File: config.mk
export PLATFORM = sky130hd
export DESIGN_NAME = pua_axis
export DESIGN_NICKNAME = d
export VERILOG_FILES = /design/src/hdl/pua_pkg.sv /design/src/hdl/pua_axis.sv
export SDC_FILE = /design/constraint.sdc
export NUM_CORES = 2
export LEC_CHECK = 0
export ABC_AREA = 1
export BUFFER_PORTS_ARGS = -buffer_cell sky130_fd_sc_hd__clkbuf_2
export CAP_MARGIN = 25
export CORE_UTILIZATION = 66
export CTS_CLUSTER_SIZE = 28
export DETAILED_ROUTE_END_ITERATION = 16
export GPL_ROUTABILITY_DRIVEN = 0
export MAX_ROUTING_LAYER = met4
export PLACE_DENSITY = 0.8
export SLEW_MARGIN = 25
export SYNTH_ARGS = -nofsm -noshare
export SYNTH_HDL_FRONTEND = slang
export SYNTH_SLANG_ARGS = --single-unit
File: constraint.sdc
create_clock -name clk_i -period 6.3 [get_ports clk_i]
set_input_delay 0.63 -clock clk_i [delete_from_list [all_inputs] [get_ports clk_i]]
set_output_delay 0.63 -clock clk_i [all_outputs]
set_load 0.05 [all_outputs]
File: src/hdl/pua_pkg.sv
// ---------------------------------------------------------------------------
// pua_pkg: shared types and constants of the polar unwrap address generator
// Beat layouts for pixel positions and source addresses, the configuration
// bundle, the register indexes and the fixed field widths.
// ---------------------------------------------------------------------------
package pua_pkg;

  // field widths
  localparam int unsigned COL_W   = 16;
  localparam int unsigned ROW_W   = 14;
  localparam int unsigned COORD_W = 13;
  localparam int unsigned INV_W   = 21;
  localparam int unsigned STEP_W  = 32;

  // phase is one turn in Q0.32, top two bits pick the quadrant
  localparam int unsigned PHASE_W    = 32;
  localparam int unsigned QUAD_POS_W = 30;

  // radius in Q19.16
  localparam int unsigned R_W = ROW_W + INV_W;

  // centre = width/2 sits at 15 + frac bits, products at 16 + frac bits
  localparam int unsigned CENTRE_BASE_SHIFT = 15;
  localparam int unsigned PROD_BASE_SHIFT   = 16;

  // apb port
  localparam int unsigned APB_DATA_W = 32;
  localparam int unsigned APB_ADDR_W = 4;

  // register indexes, one word apart
  typedef enum logic [1:0] {
    REG_SOURCE_WIDTH  = 2'd0,
    REG_SOURCE_HEIGHT = 2'd1,
    REG_INV_SCALE     = 2'd2,
    REG_ANGLE_STEP    = 2'd3
  } reg_idx_e;

  // input beat
  typedef struct packed {
    logic [COL_W-1:0] dst_col;
    logic [ROW_W-1:0] dst_row;
  } pixel_in_t;

  // result beat
  typedef struct packed {
    logic [COORD_W-1:0] src_x;
    logic [COORD_W-1:0] src_y;
    logic               out_of_range;
  } pixel_out_t;

  // configuration registers as seen by the datapath
  typedef struct packed {
    logic [COORD_W-1:0] source_width;
    logic [COORD_W-1:0] source_height;
    logic [INV_W-1:0]   inv_scale_q16;
    logic [STEP_W-1:0]  angle_step_q32;
  } cfg_t;

endpackage

File: src/hdl/pua_axis.sv
// ---------------------------------------------------------------------------
// pua_axis: one source coordinate, centre minus radius times sine
// Three stages: radius by magnitude product, signed add against the centre,
// truncation with clamp into the frame and the out-of-frame flag.
// ---------------------------------------------------------------------------
module pua_axis import pua_pkg::*; #(
  parameter int unsigned FRAC_BITS = 15
) (
  input  logic               clk_i,
  input  logic [R_W-1:0]     r_i,
  input  logic [FRAC_BITS:0] mag_i,
  input  logic               neg_i,
  input  logic [COORD_W-1:0] width_i,
  input  logic [COORD_W-1:0] bound_i,
  output logic [COORD_W-1:0] coord_o,
  output logic               flag_o
);

  localparam int unsigned MAG_W  = FRAC_BITS + 1;
  localparam int unsigned P_W    = R_W + MAG_W;
  localparam int unsigned S_W    = P_W + 2;
  localparam int unsigned SHIFT  = PROD_BASE_SHIFT + FRAC_BITS;
  localparam int unsigned CSHIFT = CENTRE_BASE_SHIFT + FRAC_BITS;
  localparam int unsigned V_W    = S_W - 1 - SHIFT;
  // minus one whole pixel in the sum format
  localparam logic [S_W-1:0] NEG_LIMIT = ~(S_W'(1) << SHIFT) + S_W'(1);

  logic [P_W-1:0]     prod_q;
  logic               neg_q;
  logic [S_W-1:0]     centre_ext;
  logic [S_W-1:0]     prod_ext;
  logic [S_W-1:0]     sum_d, sum_q;
  logic [COORD_W-1:0] bound_m1;
  logic [V_W-1:0]     whole;
  logic               over;
  logic [COORD_W-1:0] coord_d, coord_q;
  logic               flag_d, flag_q;

  // stage a: exact product r * |sin|
  always_ff @(posedge clk_i) begin
    prod_q <= P_W'(r_i) * P_W'(mag_i);
    neg_q  <= neg_i;
  end

  // stage b: centre plus or minus product, signed
  assign centre_ext = S_W'(width_i) << CSHIFT;
  assign prod_ext   = S_W'(prod_q);
  assign sum_d      = neg_q ? (centre_ext + prod_ext) : (centre_ext - prod_ext);

  always_ff @(posedge clk_i) begin
    sum_q <= sum_d;
  end

  // stage c: truncate toward zero and clamp, a zero bound acts as one
  assign bound_m1 = (bound_i == '0) ? '0 : (bound_i - COORD_W'(1));
  assign whole    = sum_q[S_W-2:SHIFT];
  assign over     = whole > V_W'(bound_m1);

  always_comb begin
    if (sum_q[S_W-1]) begin
      coord_d = '0;
      flag_d  = $signed(sum_q) <= $signed(NEG_LIMIT);
    end else begin
      coord_d = over ? bound_m1 : whole[COORD_W-1:0];
      flag_d  = over;
    end
  end

  always_ff @(posedge clk_i) begin
    coord_q <= coord_d;
    flag_q  <= flag_d;
  end

  assign coord_o = coord_q;
  assign flag_o  = flag_q;

endmodule

# Yosys cells after proc, flatten, opt, wreduce, memory -nomap -nowiden
# Index checks and enable logic that the tools add are counted.
[word_totals]
ff_bits = 119
latch_bits = 0
ram_bits = 0
mem_bits_ro = 0
inputBits = 79
word_cells = 16
memories = 0
[op_classes]
addsub = 3
mul = 1
n_div = 0
order_cmp = 2
eq_ne = 0
n_shift = 0
mux = 4
n_bitwise = 0
n_reduce_logical = 1
[ops]
columns = ["op", "count"]
rows = [
  ["$le 53x32->1 const B", 1],
  ["$mux 53", 1],
  ["$add 43x51->52", 1],
  ["$sub 43x51->52", 1],
  ["$mul 35x16->51", 1],
  ["$mux 13", 2],
  ["$gt 21x13->1", 1],
  ["$logic_not 13->1", 1],
  ["$sub 13x1->13 const B", 1],
  ["$mux 1", 1],
]

# Logic depth before layout (Yosys ltp)
[logic_depth]
depth_word = 4
mapped_depth = 29

# Worst setup path after synthesis
# No wires, ideal clock.
[synth_timing]
path_type = "in2reg"
startpoint = "input mag_i[1]"
endpoint = "register prod_q[48]"
setup_ns = 0.114
arrival_ns = 5.616
required_time_ns = 6.186
setup_slack_ns = 0.570
cell_stages = 22
n_path_buf = 2
cell_sequence = "clkbuf_1 clkbuf_1 nand2_1 fa_1 fa_1 fa_1 inv_1 fa_1 fa_1 inv_1 fa_1 inv_1 ha_1 nand2_1 nor2_1 nand2_1 inv_1 nand2_1 nor3b_1 nand2_1 nand4_1 nand2_1"
[synth_between]
elab_chain_cells = 1
[synth_lines]
columns = ["element", "line", "source"]
rows = [
  ["start: declaration", "pua_axis.sv:11", "input logic [FRAC_BITS:0] mag_i,"],
  ["$mul 35x16->51", "pua_axis.sv:41", "prod_q <= P_W'(r_i) * P_W'(mag_i);"],
  ["end signal: assignment", "pua_axis.sv:41", ""],
  ["end: declaration", "pua_axis.sv:28", "logic [P_W-1:0] prod_q;"],
]
# Every way passes these cells.
# A chain may end at the register's enable or synchronous reset.

# Worst setup path in the final report
[layout_timing]
startpoint = "input mag_i[6]"
endpoint = "register prod_q[31]"
# The elaborated chain is that of the path after synthesis.

==> run_results.csv <==
group,metric,value,unit
die,die_x,201,microns
sta,setup_tns,0,ns
setup_path,critPathRequiredTime,6.59,ns
sta,rsz0062_at_grt,"false",
drt,ant_nets,0,
logic_synthesis,ys.flop_type,"dfxtp_1",
cells_and_area,num-nets-final,4449,
drt,routed_wl,67.5,mm
logic_synthesis,ys_top_cells_by_count,"1,119 x nand2_1, 978 x inv_1, 461 x fa_1",
cells_and_area,syn_to_final_growth,6.37,%
grt,grt_pass1_wl,115,mm
die,die_y,201,microns
logic_synthesis,syn_inst,3736,
sta,max_freq,169,MHz
clock_network,hold_buffers,0,
die,coreArea,38800,sq um
setup_path,start_kind,"primary input",
logic_synthesis,ys_types,44,
clock_network,clk_latency,0.42,ns
drt,firstDrtPassIters,6,
drt,viasPerCell,5.38,
die,die_area,40300,sq um
drt,met3_length,6.02,mm
clock_network,cts.sinks,119,
job,maxCapViolCount,0,
logic_synthesis,synth_edf_count,0,
sta,setup_viol,0,
logic_synthesis,synthTopCellsByArea,"fa_1 35%, nand2_1 16%, inv_1 14%, dfxtp_1 9.1%, ha_1 7.9%",
clock_network,post-cts-setup-buffers,0,
die,rows,72,
setup_path,path_class,"primary input to flip-flop",
logic_synthesis,synth_seq_area_share,9.13,%
die,start_util,67.2,%
place,dpl.hpwl,56.5,mm
logic_synthesis,netlist.area_leader.share,35.4,%
drt,vias,23000,
clock_network,cts-root-buf,"clkbuf_16",
clock_network,cts_tree,"built",
sta,worstMarginPinSlew,0.883,ns
setup_path,cp-end-kind,"flip-flop",
outcome,status,"finished clean",
logic_synthesis,yosysTopAreaCell,"fa_1",
clock_network,cts_buffer_depth,2,
logic_synthesis,yosysMostFrequentCell,"nand2_1",
grt,grt_max_degree,43,
drt,dr.first_iter.drc_count,1983,
grt,grt_pass1_vias,23800,
logic_synthesis,syn_area,26100,sq um
logic_synthesis,async_flop_share,0,%
clock_network,ctsResizeCount,0,
setup_path,crit_arrival,6.22,ns
logic_synthesis,syn_area_per_cell,6.98,sq um
clock_network,numCtsBuffers,17,
drt,maxUsedRoutingLayer,"met4",
cells_and_area,num-fill-cells,3253,
drt,route.met2.wl,31.8,mm
drt,drt-met1-wl,27.2,mm
die,pin_count,93,
place,io_buffers,92,
sta,slew_viol_final,0,
setup_path,crit_fanout,15,
grt,overflow,0,
cells_and_area,drive_above_1_share,5.30,%
grt,antenna_found_initial,1,
sta,hold_viol,0,
cells_and_area,antennaDiodeCount,0,
sta,skew,0.00806,ns
grt,grtUsageTotal,36.6,%
drt,drc_errors,0,
worst_hold_path,hp-class,"primary input to flip-flop",
clock_network,cts.clk_slew.worst_paths,0.06,ns
sta,finalCritPeriodShare,94.1,%
logic_synthesis,syn_nets,4440,
logic_synthesis,ys_ff_latch,119,
logic_synthesis,yosysWarningCount,0,
drt,wl_per_cell,15.8,microns
sta,period_minus_slack,5.93,ns
sta,slew_headroom,41.1,%
clock_network,h-tree-depth,4,
[kinds of logic (layout without fill, tap and decap cells)]
| logic type | after synthesis | after routing | share of synthesized area [%] |
|---|---|---|---|
| buffers and inverters | 1134 | 1156 | 16.4 |
| multiplexers | 1 | 1 | 0.0384 |
| adder cells (fa/ha/maj) | 625 | 625 | 43.2 |
| XOR/XNOR | 76 | 76 | 2.55 |
| flip-flops | 119 | 119 | 9.13 |
| AND/OR/NAND/NOR | 1602 | 1602 | 24.9 |
| AO/OA/AOI/OAI | 179 | 179 | 3.73 |
[state kept, by name, summed over array words and instances, names as in the netlist]
register  flops
flag_o        1
sum_q        53
prod_q       51
neg_q         1
coord_o      13
[layout make-up]
class	count	area (sq um)	share of cell area, %
inverters	981	3680	13.3
flip-flops and latches	119	2380	8.59
repair buffers	143	993	3.58
multi-input cells	2483	19400	70.0
clock inverters	13	168	0.604
clock buffers	19	453	1.63
well taps	518	648	2.34
[layout by cell type (no fill, tap or decap), drive strengths merged, types with 53 or more instances in the layout]
| cell | instances |
|---|---|
| a21oi | 96 |
| clkbuf | 111 |
| dfxtp | 119 |
| fa | 461 |
| ha | 164 |
| inv | 985 |
| nand2 | 1123 |
| nand3 | 112 |
| nand4 | 58 |
| nor2 | 252 |
| o21ai | 61 |
| xor2 | 53 |
[layer usage]
layer / vias to the layer above / track usage, %
li1: 10800 / -
met1: 10900 / 46.3
met2: 1112 / 60.1
met3: 199 / 5.47
met4: 0 / 12.5
met5: - / -
[path summary, 6_finish.rpt]
check	startpoint	end	slack, ns	cells past startpoint
worst max-delay path	mag_i[6]	prod_q[31]	0.37	21
worst min-delay path	neg_i	neg_q	0.31	1
worst max register to register	sum_q[43]	coord_o[1]	4.00	7
worst min register to register	prod_q[0]	sum_q[0]	0.35	0
[through the flow]
step | setup slack [ns] | cells | util [%] | hold slack [ns] | area (sq um)
3_5_place_dp | 0.0456 | 4244 | 69.9 | 0.346 | 27100
6_report | 0.369 | 4276 | 71.5 | 0.306 | 27700
2_1_floorplan | 0.570 | 3736 | - | 0.331 | 26100
4_1_cts | 0.468 | 4276 | 71.5 | 0.301 | 27700
5_1_grt | 0.141 | 4276 | 71.5 | 0.304 | 27700
3_3_place_gp | 0.0695 | 4244 | 69.9 | 0.339 | 27100
[critical path: stages]
cell and delay, ns:
clkbuf_2 0.40, buf_4 0.28, nand2_1 0.07, inv_1 0.08, fa_1 0.40, inv_1 0.08, fa_1 0.43, fa_1 0.52
inv_1 0.06, fa_1 0.49, fa_1 0.50, inv_1 0.05, fa_1 0.49, inv_1 0.05, ha_1 0.35, a21oi_1 0.27
o21ai_0 0.20, a21oi_1 0.21, nand2_1 0.10, a21oi_1 0.29, xnor2_1 0.25
Power is left out: the tool's default activity adds up to more than one toggle a clock period on the data nets, which glitch-free logic cannot reach.
