`src/hdl/pua_pkg.sv`:
```
// ---------------------------------------------------------------------------
// pua_pkg: shared types and constants of the polar unwrap address generator
// Beat layouts for pixel positions and source addresses, the configuration
// bundle, the register indexes and the fixed field widths.
// ---------------------------------------------------------------------------
package pua_pkg;

  // field widths
  localparam int unsigned COL_W   = 16;
  localparam int unsigned ROW_W   = 14;
  localparam int unsigned COORD_W = 13;
  localparam int unsigned INV_W   = 21;
  localparam int unsigned STEP_W  = 32;

  // phase is one turn in Q0.32, top two bits pick the quadrant
  localparam int unsigned PHASE_W    = 32;
  localparam int unsigned QUAD_POS_W = 30;

  // radius in Q19.16
  localparam int unsigned R_W = ROW_W + INV_W;

  // centre = width/2 sits at 15 + frac bits, products at 16 + frac bits
  localparam int unsigned CENTRE_BASE_SHIFT = 15;
  localparam int unsigned PROD_BASE_SHIFT   = 16;

  // apb port
  localparam int unsigned APB_DATA_W = 32;
  localparam int unsigned APB_ADDR_W = 4;

  // register indexes, one word apart
  typedef enum logic [1:0] {
    REG_SOURCE_WIDTH  = 2'd0,
    REG_SOURCE_HEIGHT = 2'd1,
    REG_INV_SCALE     = 2'd2,
    REG_ANGLE_STEP    = 2'd3
  } reg_idx_e;

  // input beat
  typedef struct packed {
    logic [COL_W-1:0] dst_col;
    logic [ROW_W-1:0] dst_row;
  } pixel_in_t;

  // result beat
  typedef struct packed {
    logic [COORD_W-1:0] src_x;
    logic [COORD_W-1:0] src_y;
    logic               out_of_range;
  } pixel_out_t;

  // configuration registers as seen by the datapath
  typedef struct packed {
    logic [COORD_W-1:0] source_width;
    logic [COORD_W-1:0] source_height;
    logic [INV_W-1:0]   inv_scale_q16;
    logic [STEP_W-1:0]  angle_step_q32;
  } cfg_t;

endpackage

```
`src/hdl/pua_cfg_regs.sv`:
```
// ---------------------------------------------------------------------------
// pua_cfg_regs: configuration register file
// APB-style slave holding source geometry, inverse scale and angle step.
// Zero wait states, registers readable at their byte address.
// ---------------------------------------------------------------------------
module pua_cfg_regs import pua_pkg::*; (
  input  logic                  clk_i,
  input  logic                  rst_ni,
  input  logic                  psel,
  input  logic                  penable,
  input  logic                  pwrite,
  input  logic [APB_ADDR_W-1:0] paddr,
  input  logic [APB_DATA_W-1:0] pwdata,
  output logic [APB_DATA_W-1:0] prdata,
  output logic                  pready,
  output cfg_t                  cfg_o
);

  localparam logic [COORD_W-1:0] RST_SOURCE_WIDTH  = COORD_W'(1024);
  localparam logic [COORD_W-1:0] RST_SOURCE_HEIGHT = COORD_W'(1024);
  localparam logic [INV_W-1:0]   RST_INV_SCALE     = INV_W'(65536);
  localparam logic [STEP_W-1:0]  RST_ANGLE_STEP    = STEP_W'(1335088);

  cfg_t     cfg_q;
  reg_idx_e reg_sel;
  logic     wr_en;

  assign pready  = 1'b1;
  assign reg_sel = reg_idx_e'(paddr[3:2]);
  assign wr_en   = psel && penable && pwrite && pready;

  // register write
  always_ff @(posedge clk_i or negedge rst_ni) begin
    if (!rst_ni) begin
      cfg_q.source_width   <= RST_SOURCE_WIDTH;
      cfg_q.source_height  <= RST_SOURCE_HEIGHT;
      cfg_q.inv_scale_q16  <= RST_INV_SCALE;
      cfg_q.angle_step_q32 <= RST_ANGLE_STEP;
    end else if (wr_en) begin
      unique case (reg_sel)
        REG_SOURCE_WIDTH:  cfg_q.source_width   <= pwdata[COORD_W-1:0];
        REG_SOURCE_HEIGHT: cfg_q.source_height  <= pwdata[COORD_W-1:0];
        REG_INV_SCALE:     cfg_q.inv_scale_q16  <= pwdata[INV_W-1:0];
        REG_ANGLE_STEP:    cfg_q.angle_step_q32 <= pwdata[STEP_W-1:0];
        default:           cfg_q                <= cfg_q;
      endcase
    end
  end

  // register read
  always_comb begin
    unique case (reg_sel)
      REG_SOURCE_WIDTH:  prdata = APB_DATA_W'(cfg_q.source_width);
      REG_SOURCE_HEIGHT: prdata = APB_DATA_W'(cfg_q.source_height);
      REG_INV_SCALE:     prdata = APB_DATA_W'(cfg_q.inv_scale_q16);
      REG_ANGLE_STEP:    prdata = APB_DATA_W'(cfg_q.angle_step_q32);
      default:           prdata = '0;
    endcase
  end

  assign cfg_o = cfg_q;

endmodule

```
`config.mk`:
```
export PLATFORM = sky130hd
export DESIGN_NAME = pua_cfg_regs
export DESIGN_NICKNAME = d
export VERILOG_FILES = /design/src/hdl/pua_pkg.sv /design/src/hdl/pua_cfg_regs.sv
export SDC_FILE = /design/constraint.sdc
export NUM_CORES = 1
export LEC_CHECK = 0
export BUFFER_PORTS_ARGS = -buffer_cell sky130_fd_sc_hd__clkbuf_2
export CORE_ASPECT_RATIO = 1.4
export CORE_MARGIN = 2
export CORE_UTILIZATION = 45
export CTS_BUF_LIST = sky130_fd_sc_hd__clkbuf_2 sky130_fd_sc_hd__clkbuf_4 sky130_fd_sc_hd__clkbuf_8
export CTS_CLUSTER_DIAMETER = 100
export DETAILED_ROUTE_END_ITERATION = 16
export PLACE_DENSITY_LB_ADDON = 0.08
export SYNTH_ARGS = -nofsm -noshare
export SYNTH_HDL_FRONTEND = slang
export SYNTH_SLANG_ARGS = --single-unit
```
`constraint.sdc`:
```
create_clock -name clk_i -period 2.5 [get_ports clk_i]
set_input_delay 0.5 -clock clk_i [delete_from_list [all_inputs] [get_ports clk_i]]
set_output_delay 0.5 -clock clk_i [all_outputs]
set_load 0.03 [all_outputs]
```
Word level (Yosys, flattened, before mapping). Index checks and enable logic that the tools add are counted.

Register bits after elaboration: 79. Latch bits: 0. Memory bits (writable): 0. ROM bits: 0. Bits of input ports: 41. Output and inout port bits: 112. Logic and storage cells: 15. Memories kept: 0.

Add/subtract/negate cells: 0. Multipliers: 0. Div/mod/pow operators: 0. Magnitude comparators: 0. Eq/ne operators: 3. Shift-type cells: 0. Muxes and demuxes: 1. Bitwise gates (word level): 0. Reduce and logical (&&, ||, !) cells: 7.

Operators by type and width (count): $pmux 32 s4 (1); $reduce_and 2->1 (4); $eq 2x2->1 const B (2); $eq 2x1->1 const B (1); $logic_and 1x1->1 (2); $logic_not 2->1 (1).

Logic depth before layout (Yosys ltp). Gate-level depths: netlist of run 1.

Depth after elaboration: 3. Gate-level depth with buffers: 5. Depth with buffers taken out: 3.

Worst setup path after synthesis of run 1. Ideal clock, no wire load.

Path kind: input-to-output. From: input paddr[2]. To: output prdata[0]. Arrival time: 1543 ps. Data required time: 2000 ps. Path slack: 457 ps. Stages on the path: 3. Path buffers: 2. Cell sequence: buf_6 buf_2 mux4_2.

Longest elaborated chain between the ends: 2. Elaborated cells on any way between the ends: 5. Those cells by class: eq/ne: 3; mux: 1; reduce/logical: 1.

Ends and longest elaborated chain: start, declared (RTL line pua_cfg_regs.sv:12) `input logic [APB_ADDR_W-1:0] paddr,`; $eq 2x2->1, or another cell as far along (RTL line pua_cfg_regs.sv:52) `unique case (reg_sel)`; $pmux 32 s4 (*) (RTL line pua_cfg_regs.sv:52); end, declared (RTL line pua_cfg_regs.sv:14) `output logic [APB_DATA_W-1:0] prdata,`.

Mark *: on every way between the ends. The rest lies on a longest branch, timed or not.

Worst setup path after layout of run 1.
From: input paddr[2]. To: output prdata[12].

Same word-level chain as after synthesis.

==> results of run 1 <==
power by group:
group	switching [uW]	internal [uW]	total (uW)
Combinational	1120	636	1760
Clock	434	537	971
Sequential	229	1610	1840
Total	1790	2790	4580
per-stage QoR:
stage / cells / total power (uW)
finish: 479 / 4580
floorplan: 222 / 3090
global placement: 463 / 3620
detailed placement: 463 / 3650
CTS: 479 / 4630
global route: 479 / 4810
cell families after synthesis:
kind of cell           share of synthesized area, %
buffers and inverters                          2.75
muxes                                          36.6
DFF                                            56.1
and+or+nand+nor                                4.44
other                                         0.106
how the worst max path moves through the flow:
stage,slack (ns),startpoint,end,cells past startpoint
2_1_floorplan,0.46,paddr[2],prdata[0],3
3_3_place_gp,0.41,paddr[2],prdata[12],4
3_5_place_dp,0.41,paddr[2],prdata[12],4
4_1_cts,0.40,paddr[2],prdata[12],4
5_1_grt,0.37,paddr[2],prdata[9],4
6_report,0.40,paddr[2],prdata[12],4
critical path, stage by stage:
cell	delay, ns
clkbuf_2	0.11
buf_12	0.23
mux4_2	0.52
clkbuf_2	0.21
layout by cell type, fill, tap and decap left out, drive strengths merged:
cell,instances
and3,11
buf,10
bufinv,1
clkbuf,161
clkinv,1
clkinvlp,1
conb,1
dfrtp,66
dfstp,13
mux2,79
mux2i,8
mux4,13
nand2,1
nand3,1
nor2,1
nor2b,8
nor3,1
nor3b,1
or3b,1
metal layers:
| metal | vias up | share of wire (%) |
|---|---|---|
| met1 | 1199 | 43 |
| li1 | 1106 | - |
| met2 | 91 | 50 |
| met4 | 0 | 1.1 |
| met5 | - | 0 |
| met3 | 8 | 6.7 |
final cells by class:
cell class	instances	area share [%]
Clock buffer	13	3.57
Clock inverter	3	0.913
Multi-Input combinational cell	126	31.7
Sequential cell	79	42.8
Tap cell	100	2.69
Timing Repair Buffer	158	18.3
==> run metrics, run 1 <==
fraction of layout cells with a size suffix above 1 74.7%; met3 usage in global routing 5.79%; vias per std cell 5.02; Layout Nets roughly 420; CTS H-tree lvls 3; Achievable Freq around 0.48 GHz; synth-to-layout area growth 31.2%; drt drc 0; commonest cells in the synthesized netlist mux2_2, dfrtp_1, dfstp_2, mux4_2, and3_1; Largest register FFs 79; Starting Density a little under half; Starting DRT DRC Count 62; number of max-cap violations 0; Async SR Flop Fraction 100%; hold_buf cts 0; die area 8630 um2; status finished clean; Worst Path Arrival 1.60 ns; most crowded layer after global routing met2; root buf cell clkbuf_8; Synth Register Bits between 70 and 80; Clock Path Buffers 2; register area share after synthesis 56.1%; M2 GR Usage 30.4%; post-route ant nets 0; clk slew on worst S/H paths 0.08 ns; Worst Path Max Fanout 36; count leader, synth mux2_2; Synth Cell Area 3550 um2; post-layout min period 2.10 ns; RSZ-0062 raised after global routing no; Post-CTS Resized 0; setup tns final 0 ns; final design utilization just over 60%; met1 Use GR 23.4%; DP Worst Slack roughly 0.41 ns; clock sinks just under 80; Post-CTS Setup Inserts 0; WHS 0.0787 ns; CTS Buf Count 9; Primary FF master, synth dfrtp_1; routed length per instance 16.1 um; synth top area cells dfrtp_1, mux2_2, dfstp_2; Fillers 664; Yosys top cell area share between 40% and 50%; first-pass GRT wire length between 10 and 15 mm; static leakage 0.00234 uW; largest net degree at the start of global routing slightly below 50; Synth cell types 20; initial antenna violation count 0; Placement Cell Area 4450 um2; skew final 0 ns; YS warnings 0; crit path capture type output pin; CTS tree built; leading area contributor after synthesis dfrtp_1; storage element area 1990 um2; GR Util All Layers 18.4%; design area approximately 4700 um2; Pre-Repair DR Iteration Count 4; Mean Syn Cell Area between 15 and 20 um2; port bufs 149; via count 2,404; peak supply drop 0.000455 V; HPWL after DPL between 5 and 6 mm; Period Utilization, post-route 83.8%; footprint of the multi-input gates 1480 um2; worst hold path type input port to async pin; Final Hold Viols 0; placer congestion estimate 0.728; Pins Over Slew Limit 0; total grt overflow 0; Post-Syn Instances 222; row cnt 38; Post-Route WL 7.70 mm; capture point of the worst reg-to-reg path cfg_o[66]; r2r startpoint cfg_o[66]; Final Worst Setup Slack 0.405 ns; Setup violations, final 0; worst reg2reg setup slack between 1.5 and 2 ns; Worst R2R Path Depth 1; syn nets 263; vias in the first global route around 2,400; worst-skew pair later-pin latency 0.34 ns; CP startpoint kind input port; number of I/O pins 153; Die H 109 um; Post-synth EDFFs 0; Inserted Diodes 0; die width around 79 um; Crit Path Category input port to output pin; CP required 2.00 ns; core area 7700 um2; Power Density 982 nW/um2
No activity file was read; power rests on OpenSTA's default activity.
==> inputs of run 2 (changes only) <==
Settings changed: ABC_AREA set to 1.
Clock period 2.5 ns to 1.8 ns, I/O delays scaled along.
==> run 2 against run 1 <==
Clock-buffer cell count grew 1; die area up 5.1%; cell area rose by 3.9%; total power up 30%; flip-flop and latch count is the same; critical endpoint is now prdata[11]; highest routed layer unchanged.
==> run metrics, run 2 <==
setup tns final 0 ns (unchanged); Least-Margin Pin Slew 0.503 ns; Worst Path Max Fanout 15 (-58%); YS warnings 0 (unchanged); register area share after synthesis 53.3% (-2.9 points); via count 3,592 (+49%); Post-synth EDFFs 0 (unchanged); most common cell after layout, fill and taps aside nand2_1; Levels on crit path 5 (+1); Post-CTS Resized 0 (unchanged); hold depth 3; die area 9070 um2 (+5.1%); Gate power share 34.6% (-3.9 points); dpl cells 720 (+56%); skew final 0 ns (unchanged); Post-Syn Instances 475 (+110%); hold path startpoint pwdata[14]; Clock Path Buffers 2 (unchanged); capture point of the worst reg-to-reg path cfg_o[48]; crit path capture type output pin; hold_buf cts 1 (+1); worst-skew pair later-pin latency 0.35 ns (about the same); Achievable Freq 0.582 GHz; CP Buf/Inv Count 3 (unchanged); vias per std cell 4.87 (-2.9%); most frequent CP cell clkbuf_2; Synth Cell Area 3740 um2 (+5.4%); row cnt 39 (+2.6%); cell breakdown of the critical path clkbuf_2 > inv_2 > nand3_1 > nand4_1 > clkbuf_2; HPWL after DPL 7.50 mm (+34%); drt drc 0 (unchanged); Starting DRT DRC Count 225 (+260%); post-layout min period 1.72 ns; total grt overflow 0 (unchanged); delay-heaviest family, CP buffers and inverters; Clock power frac 23.6% (+2.4 points); clk slew on worst S/H paths 0.08 ns (about the same); status finished clean; Layout Nets 671 (+62%); Die H 112 um (+2.5%); origin of the worst setup path paddr[3]; Primary FF master, synth dfrtp_1; clock sinks 79 (unchanged); commonest cells after routing, fill and taps aside nand2_1, clkbuf_2, dfrtp_1; Fillers 780 (+17%); Pins Over Slew Limit 0 (unchanged); CTS tree built; Seq pwr share 41.8% (+1.5 points); Synth Register Bits 79 (unchanged); Period Utilization, post-route 95.4%; fraction of layout cells with a size suffix above 1 34.2% (-40 points); total net switching power 2440 uW (+36%); switching share of total power 40.8% (+1.8 points); Largest register FFs 79 (unchanged); leading area contributor after synthesis dfrtp_1; Final Hold Viols 0 (unchanged); commonest cells in the synthesized netlist nand2_1, dfrtp_1, nand3_1, dfstp_2, nand4_1; port bufs 149 (unchanged); Hold Crit Endpoint cfg_o[14]; synth-to-layout area growth 29.3%; worst reg2reg setup slack 1.07 ns (-0.65 ns); Power Density 1230 nW/um2 (+26%); Mean Syn Cell Area 7.88 um2 (-51%); Post-Route WL 10.5 mm (+36%); Slew HR 66.5%; largest net degree at the start of global routing 37 (-24%); Post-Layout Cell Count 737 (+54%); syn nets 516 (+96%); Worst R2R Path Depth 2 (+1); CP max-delay cell inv_2; synth top area cells dfrtp_1, nand2_1, dfstp_2; number of max-cap violations 0 (unchanged); final design utilization 59.7% (-0.75 points); Starting Density 46.2% (+0.083 points); number of I/O pins 153 (unchanged); Synth cell types 19 (-5.0%); root buf cell clkbuf_8; Yosys top cell area share 44.1% (-2.4 points); post-route ant nets 0 (unchanged); routed length per instance 14.2 um (-12%); vias in the first global route 3,380 (+43%); Pre-Repair DR Iteration Count 4 (unchanged); Slowest Stage Delay on Critical Path 0.32 ns (-0.20 ns); static leakage 0.00280 uW (+20%); r2r startpoint cfg_o[48]; count leader, synth nand2_1; CTS H-tree lvls 3 (unchanged); cell-internal power 3530 uW (+27%); worst hold path type input port to flop; peak supply drop 0.000622 V (+37%); core area 8100 um2 (+5.2%); CP required 1.44 ns (-0.56 ns); RSZ-0062 raised after global routing no; Post-CTS Setup Inserts 0 (unchanged); die width 81.1 um (+2.5%); GR Util All Layers 24.4% (+6.0 points); Inserted Diodes 0 (unchanged); Async SR Flop Fraction 100% (unchanged); first-pass GRT wire length 16.8 mm (+40%); CP startpoint kind input port; initial antenna violation count 0 (unchanged); placer congestion estimate 0.803 (+10%); Crit Path Category input port to output pin; Worst Path Arrival 1.36 ns (-0.24 ns); Setup violations, final 0 (unchanged); CTS Buf Count 9 (unchanged)
[run 2: cell types whose count changed in the layout (fill, tap and decap cells not counted), moves of 8 or more]
| cell | before | now |
|---|---|---|
| nand2_1 | 1 | 276 |
| mux2_4 | 10 | 0 |
| nand4_1 | 0 | 13 |
| nor2_1 | 0 | 11 |
| nand3_1 | 0 | 39 |
| and3_1 | 11 | 0 |
| mux2i_1 | 8 | 0 |
| inv_1 | 0 | 11 |
| mux2_2 | 69 | 0 |
| buf_4 | 7 | 17 |
| nor2b_1 | 8 | 0 |
| mux4_2 | 13 | 0 |
[run 2: power by group through the flow]
stage,Combinational (uW),Clock (uW),Sequential [uW]
2_1_floorplan,674,0,3210
3_3_place_gp,2060,0,2510
3_5_place_dp,2080,0,2520
4_1_cts,2090,1440,2490
5_1_grt,2230,1530,2540
6_report,2060,1410,2490
[run 2: worst max-delay path by stage]
stage | to | slack (ns)
after floorplan | prdata[0] | 0.33
after global placement | prdata[12] | 0.12
after detailed placement | prdata[12] | 0.09
after CTS | prdata[12] | 0.09
after global routing | prdata[12] | 0.01
final | prdata[11] | 0.08
[run 2: final cells by class]
type / instances / area [um2] / area share [%]
multi-input cells: 354 / 1500 / 30.9
clock buffers: 14 / 180 / 3.72
clock inverters: 2 / 37.5 / 0.776
well taps: 102 / 128 / 2.64
repair buffers: 169 / 938 / 19.4
flip-flops and latches: 79 / 1990 / 41.2
inverters: 17 / 66.3 / 1.37
[run 2: metrics by stage]
step | power (uW) | area [um2] | hold slack [ns] | worst slack (ns)
final | 5970 | 4840 | 0.196 | 0.0829
after global placement | 4570 | 4610 | 0.355 | 0.123
after detailed placement | 4600 | 4610 | 0.355 | 0.0852
after floorplan | 3880 | 3740 | 0.0644 | 0.325
after global routing | 6300 | 4840 | 0.183 | 0.00991
after CTS | 6020 | 4840 | 0.182 | 0.0865
[run 2: per-layer routing]
layer	track usage, %	share of wire (%)	vias up
li1	-	-	1777
met1	31.8	42	1674
met2	40.1	50	128
met3	3.73	6.0	13
met4	9.94	1.7	0
met5	0	0	-
[run 2: worst reg2reg max path, cell delays in order, from the launching register on]
cell	delay (ns)
dfstp_2	0.56
nand2_1	0.05
nand2_1	0.07
[run 2: logic make-up after synthesis]
logic type / after synthesis / share of synthesized area [%]
and+or+nand+nor: 353 / 39.9
buffers and inverters: 42 / 6.75
DFF: 79 / 53.3
other: 1 / 0.100
